`config.mk`:
```
export PLATFORM = sky130hd
export DESIGN_NAME = dfi_queue
export DESIGN_NICKNAME = d
export VERILOG_FILES = /design/src/sv/dfi_pkg.sv /design/src/sv/dfi_queue.sv
export SDC_FILE = /design/constraint.sdc
export NUM_CORES = 1
export LEC_CHECK = 0
export ABC_CLOCK_PERIOD_IN_PS = 8300
export BUFFER_PORTS_ARGS = -buffer_cell sky130_fd_sc_hd__buf_4
export CAP_MARGIN = 5
export CORE_MARGIN = 2
export CORE_UTILIZATION = 31
export CTS_CLUSTER_DIAMETER = 80
export DETAILED_ROUTE_END_ITERATION = 16
export GPL_ROUTABILITY_DRIVEN = 0
export HOLD_SLACK_MARGIN = 0.1
export PLACE_DENSITY_LB_ADDON = 0.3
export RECOVER_POWER = 50
export SYNTH_ARGS = -nofsm -noshare
export SYNTH_HDL_FRONTEND = slang
export SYNTH_SLANG_ARGS = --single-unit
```
`constraint.sdc`:
```
create_clock -name clk -period 8.3 [get_ports clk]
set_input_delay 0.83 -clock clk [delete_from_list [all_inputs] [get_ports clk]]
set_output_delay 0.83 -clock clk [all_outputs]
set_load 0.1 [all_outputs]
```
`src/sv/dfi_pkg.sv`:
```
package dfi_pkg;

  localparam int NODE_DEPTH = 4096;
  localparam int LEAF_DEPTH = 4096;
  localparam int TREE_DEPTH = 256;
  localparam int ATTR_DEPTH = 256;
  localparam int WALK_LIMIT = 64;

  localparam int NODE_AW = $clog2(NODE_DEPTH);
  localparam int LEAF_AW = $clog2(LEAF_DEPTH);
  localparam int TREE_AW = (TREE_DEPTH > 1) ? $clog2(TREE_DEPTH) : 1;
  localparam int ATTR_AW = (ATTR_DEPTH > 1) ? $clog2(ATTR_DEPTH) : 1;
  localparam int STEP_W  = $clog2(WALK_LIMIT + 1);
  localparam int SUM_W   = 32 + $clog2(TREE_DEPTH + 1) + 1;
  localparam int PROD_W  = SUM_W + 18;

  localparam int QUEUE_DEPTH = 4;
  localparam int QUEUE_AW    = $clog2(QUEUE_DEPTH);

  typedef enum logic [1:0] {
    CMD_NODE = 2'd0,
    CMD_LEAF = 2'd1,
    CMD_ROOT = 2'd2,
    CMD_FEAT = 2'd3
  } cmd_t;

  localparam logic [1:0] CFG_TREE_COUNT = 2'd0;
  localparam logic [1:0] CFG_ATTR_COUNT = 2'd1;
  localparam logic [1:0] CFG_TREE_RECIP = 2'd2;

  localparam logic [1:0] STAT_OK   = 2'd0;
  localparam logic [1:0] STAT_WALK = 2'd1;
  localparam logic [1:0] STAT_ATTR = 2'd2;
  localparam logic [1:0] STAT_LEN  = 2'd3;

  typedef struct packed {
    cmd_t               cmd;
    logic [11:0]        index;
    logic signed [12:0] left_next;
    logic signed [12:0] right_next;
    logic [7:0]         attribute;
    logic [11:0]        root_node;
    logic signed [31:0] value;
    logic               last;
  } item_t;

  typedef struct packed {
    logic signed [12:0] left;
    logic signed [12:0] right;
    logic [7:0]         attr;
    logic signed [31:0] thr;
  } node_t;

  typedef enum logic [3:0] {
    S_IDLE,
    S_ROOT,
    S_ROOT_W,
    S_NODE,
    S_NODE_W,
    S_FEAT_W,
    S_LEAF,
    S_LEAF_W,
    S_MUL,
    S_SAT,
    S_OUT
  } eng_state_t;

endpackage

```
`src/sv/dfi_queue.sv`:
```
module dfi_queue (
  input  logic          clk,
  input  logic          rst_n,
  input  logic          push_valid,
  output logic          push_stall,
  input  dfi_pkg::item_t push_item,
  output logic          pop_valid,
  input  logic          pop_en,
  output dfi_pkg::item_t pop_item
);
  import dfi_pkg::*;

  item_t                slot_r [QUEUE_DEPTH];
  logic [QUEUE_AW-1:0]  wr_ptr_r, wr_ptr_nxt;
  logic [QUEUE_AW-1:0]  rd_ptr_r, rd_ptr_nxt;
  logic [QUEUE_AW:0]    count_r, count_nxt;
  logic                 push, pop;

  assign push_stall = (count_r == (QUEUE_AW + 1)'(QUEUE_DEPTH));
  assign pop_valid  = (count_r != '0);
  assign pop_item   = slot_r[rd_ptr_r];
  assign push       = push_valid && !push_stall;
  assign pop        = pop_en && pop_valid;

  always_comb begin
    wr_ptr_nxt = push ? wr_ptr_r + 1'b1 : wr_ptr_r;
    rd_ptr_nxt = pop ? rd_ptr_r + 1'b1 : rd_ptr_r;
    count_nxt  = count_r + (QUEUE_AW + 1)'(push) - (QUEUE_AW + 1)'(pop);
  end

  always_ff @(posedge clk) begin
    if (!rst_n) begin
      wr_ptr_r <= '0;
      rd_ptr_r <= '0;
      count_r  <= '0;
    end else begin
      wr_ptr_r <= wr_ptr_nxt;
      rd_ptr_r <= rd_ptr_nxt;
      count_r  <= count_nxt;
    end
  end

  always_ff @(posedge clk) begin
    if (push) begin
      slot_r[wr_ptr_r] <= push_item;
    end
  end

endmodule

```
==> qor_table.md <==
| Result | Reported | Unit |
|:---|:---|:---|
| Die area | 46510 | um2 |
| R2R depth | 4 | - |
| Skew-Pair Late Insertion Delay | 0.56 | ns |
| Area growth from synthesis to layout | 21.69 | % |
| Routed len/inst | 19.77 | um |
| Path type of the worst min-delay path | flip-flop to flip-flop | - |
| Total of flip-flops plus latches after synthesis | 381 | - |
| Static leakage | 0.005350 | uW |
| Post-DR vias/cell | 4.495 | - |
| Initial core utilization | 31.41 | % |
| Number of endpoints failing setup at the final stage | 0 | - |
| Post-cts gate resize count | 0 | - |
| Congestion Overflow GR | 0 | - |
| Die Wd | 215.7 | um |
| Hold buffer count at CTS | 0 | - |
| Critical path type | flip-flop to flip-flop | - |
| Capture endpoint of the worst hold path | wr_ptr_r[1] | - |
| Row count | 77 | - |
| Status | complete, but fails checks | - |
| Register-to-Register Setup Slack | 3.44 | ns |
| Number of max-slew violations in the final report | 82 | - |
| Number of H-tree levels | 2 | - |
| Number of distinct library cells after synthesis | 19 | - |
| Number of nets still failing antenna checks after routing | 0 | - |
| R2R Path End | slot_r[3][44] | - |
| Count of buffers added by post-CTS timing repair for setup | 0 | - |
| Final design instance area without fill | 16900 | um2 |
| Post-DP HPWL | 15740 | um |
| Clock Tree Buf Depth | 3 | - |
| Headroom to the max-slew limit | -117.2 | % |
| Buffer cell driving the clock tree root | sky130_fd_sc_hd__clkbuf_16 | - |
| CP Max Fanout | 54 | - |
| Largest net degree at the start of global routing | 55 | - |
| Netlist area before placement | 13890 | um2 |
| Register area share after synthesis | 81.72 | % |
| Vert. Die Dim | 215.7 | um |
| Port Buffers | 191 | - |
| Count of nets after finishing | 857 | - |
| First-pass iteration count of the detailed router | 4 | - |
| Unrepaired setup endpoints after global routing | false | - |
| Final min period | 4.863 | ns |
| Clock tree from TritonCTS | done | - |
| Clock-pin slew on the worst setup and hold paths | 0.06 | ns |
| TritonCTS Buffers | 42 | - |
| DRC Markers | 0 | - |
| VDD IR max | 0.2884 | mV |
| Number of antenna violations at the first check in global routing | 2 | - |
| Initial DRC count | 331 | - |
| Vias in the first global route | 6779 | - |
| Startpoint kind of the worst setup timing path | flip-flop | - |
| Clock Skew | 0.02286 | ns |
| Share of final-layout standard cells stronger than drive strength 1 | 32.91 | % |
| Final setup TNS | 0 | ns |
| Core outline area | 44220 | um2 |
| Critical Path End Type | flip-flop | - |
| Reg-to-reg startpoint | count_r[1] | - |
| Ports placed on the boundary | 192 | - |
| Synthesis warning total | 0 | - |
| Final cycle utilization of the critical path | 58.59 | % |
| Power density over the cells | 397.0 | nW/um2 |
| Routed via count | 6172 | - |
| Number of maximum-capacitance violations | 2 | - |
| Gr usage total | 11.82 | % |
| Average cell area after synthesis | 26.06 | um2 |
| Post-Syn Nets | 637 | - |
| Hold Path Origin | wr_ptr_r[1] | - |
| Actual transition at the worst max-transition pin | 3.256 | ns |
| Crit path arrival time | 5.03 | ns |
| Post-layout power | 6710 | uW |
| Violated checks | capacitance limit, slew limit | - |
| Required time of the critical path | 8.46 | ns |
| Cell Area, Placed | 15970 | um2 |
| Final hold viol count | 0 | - |
| Number of instances on the worst hold path | 2 | - |
| Total wirelength of the detailed-routed design | 27140 | um |
| Maximum cell stage delay along the critical path | 2.42 | ns |
| Global-route wire length before repair | 41200 | um |
| Instance count of the mapped netlist | 533 | - |
| Slowest cell on the critical path | sky130_fd_sc_hd__and2_0 | - |
| Number of clock sinks | 381 | - |
| Sequence of cells on the critical path | nor3b_1 -> nor2b_1 -> and2_0 -> buf_4 | - |
| Fraction of the core area covered by cells at the end of the flow | 38.22 | % |
| Number of antenna repair diodes | 0 | - |
| Fmax | 205.6 | MHz |
[cells in the mapped netlist]
| master | count | area share (%) |
|---|---|---|
| sky130_fd_sc_hd__and2_1 | 7 | 0.32 |
| sky130_fd_sc_hd__buf_2 | 8 | 0.29 |
| sky130_fd_sc_hd__buf_4 | 2 | 0.11 |
| sky130_fd_sc_hd__buf_6 | 8 | 0.65 |
| sky130_fd_sc_hd__clkbuf_1 | 4 | 0.11 |
| sky130_fd_sc_hd__dfxtp_1 | 9 | 1.3 |
| sky130_fd_sc_hd__edfxtp_1 | 372 | 80 |
| sky130_fd_sc_hd__fa_1 | 1 | 0.14 |
| sky130_fd_sc_hd__ha_1 | 6 | 0.54 |
| sky130_fd_sc_hd__inv_1 | 5 | 0.14 |
| sky130_fd_sc_hd__mux2i_1 | 2 | 0.14 |
| sky130_fd_sc_hd__mux4_2 | 93 | 15 |
| sky130_fd_sc_hd__nand2_1 | 4 | 0.11 |
| sky130_fd_sc_hd__nor2b_1 | 4 | 0.18 |
| sky130_fd_sc_hd__nor3b_1 | 1 | 0.054 |
| sky130_fd_sc_hd__o311ai_0 | 1 | 0.063 |
| sky130_fd_sc_hd__o31a_1 | 1 | 0.063 |
| sky130_fd_sc_hd__or3_1 | 1 | 0.045 |
| sky130_fd_sc_hd__xnor2_1 | 4 | 0.25 |
[routing by layer]
metal	GRT usage (%)	vias to the layer above	wire length, um	part of all wire, %
li1	-	2733	-	-
met1	15.68	3220	12000	44
met2	18.38	169	12720	47
met3	3.552	46	1757	6.5
met4	4.460	4	638	2.4
met5	0	-	26	0.096
[cell type report]
type / instances / area (um2)
clock buffer: 53 / 1102
clock inverter: 19 / 180.2
fill: 4023 / 27320
inverter: 5 / 18.77
multi-input combinational: 125 / 2365
sequential: 381 / 11360
tap: 592 / 740.7
timing repair buffer: 198 / 1137
[kinds of logic after synthesis]
family	synth area share [%]
AND/OR/NAND/NOR	0.7026
multiplexers	15.22
flip-flops	81.72
XOR/XNOR	0.2522
AO/OA/AOI/OAI	0.1261
buffers and inverters	1.288
adder cells (fa/ha/maj)	0.6846
[worst max-delay path: cells and delay by family, from the launching register on]
| kind | cells | cell delay (ns) |
|---|---|---|
| AND/OR/NAND/NOR | 3 | 2.96 |
| buffers and inverters | 1 | 0.93 |
| flip-flops | 1 | 0.45 |
[cells in the final DEF (no fill, tap or decap), drive strengths merged]
cell / Yosys / final
o311ai: 1 / 1
nor3b: 1 / 1
clkbuf: 4 / 146
fa: 1 / 1
dfxtp: 9 / 9
buf: 18 / 105
or3: 1 / 1
bufinv: 0 / 3
o31a: 1 / 1
and2: 7 / 7
nor2b: 4 / 4
edfxtp: 372 / 372
nand2: 4 / 4
mux2i: 2 / 2
xnor2: 4 / 4
clkinv: 0 / 14
mux4: 93 / 93
inv: 5 / 7
ha: 6 / 6
[per-stage QoR]
step	cells	setup WS, ns	hold slack (ns)
global route	1373	2.938	0.5204
detailed placement	1301	4.893	0.4955
floorplan	533	3.501	0.4677
global placement	1301	4.926	0.4954
CTS	1373	4.494	0.4245
finish	1373	3.437	0.5016
[sequential cells by signal, summed over array words and instances (netlist names), named ones only]
signal / cells
slot_r: 372
count_r: 3
wr_ptr_r: 2
rd_ptr_r: 2
[worst max path at each step]
stage / startpoint / end / slack [ns] / cells past startpoint
after floorplan: count_r[2] / slot_r[0][0] / 3.50 / 4
after global placement: push_valid / slot_r[2][0] / 4.93 / 4
after detailed placement: push_valid / slot_r[3][57] / 4.89 / 4
after CTS: flip-flop / pop_item[66] / 4.49 / 3
after global routing: count_r[1] / slot_r[1][44] / 2.94 / 4
final: count_r[1] / slot_r[3][44] / 3.44 / 4
[report_power, final]
group / switching, uW / internal, uW
Combinational: 1950 / 605
Clock: 708 / 1030
Sequential: 76.3 / 2340
Total: 2740 / 3970
Power figures use the tool's default switching activity.
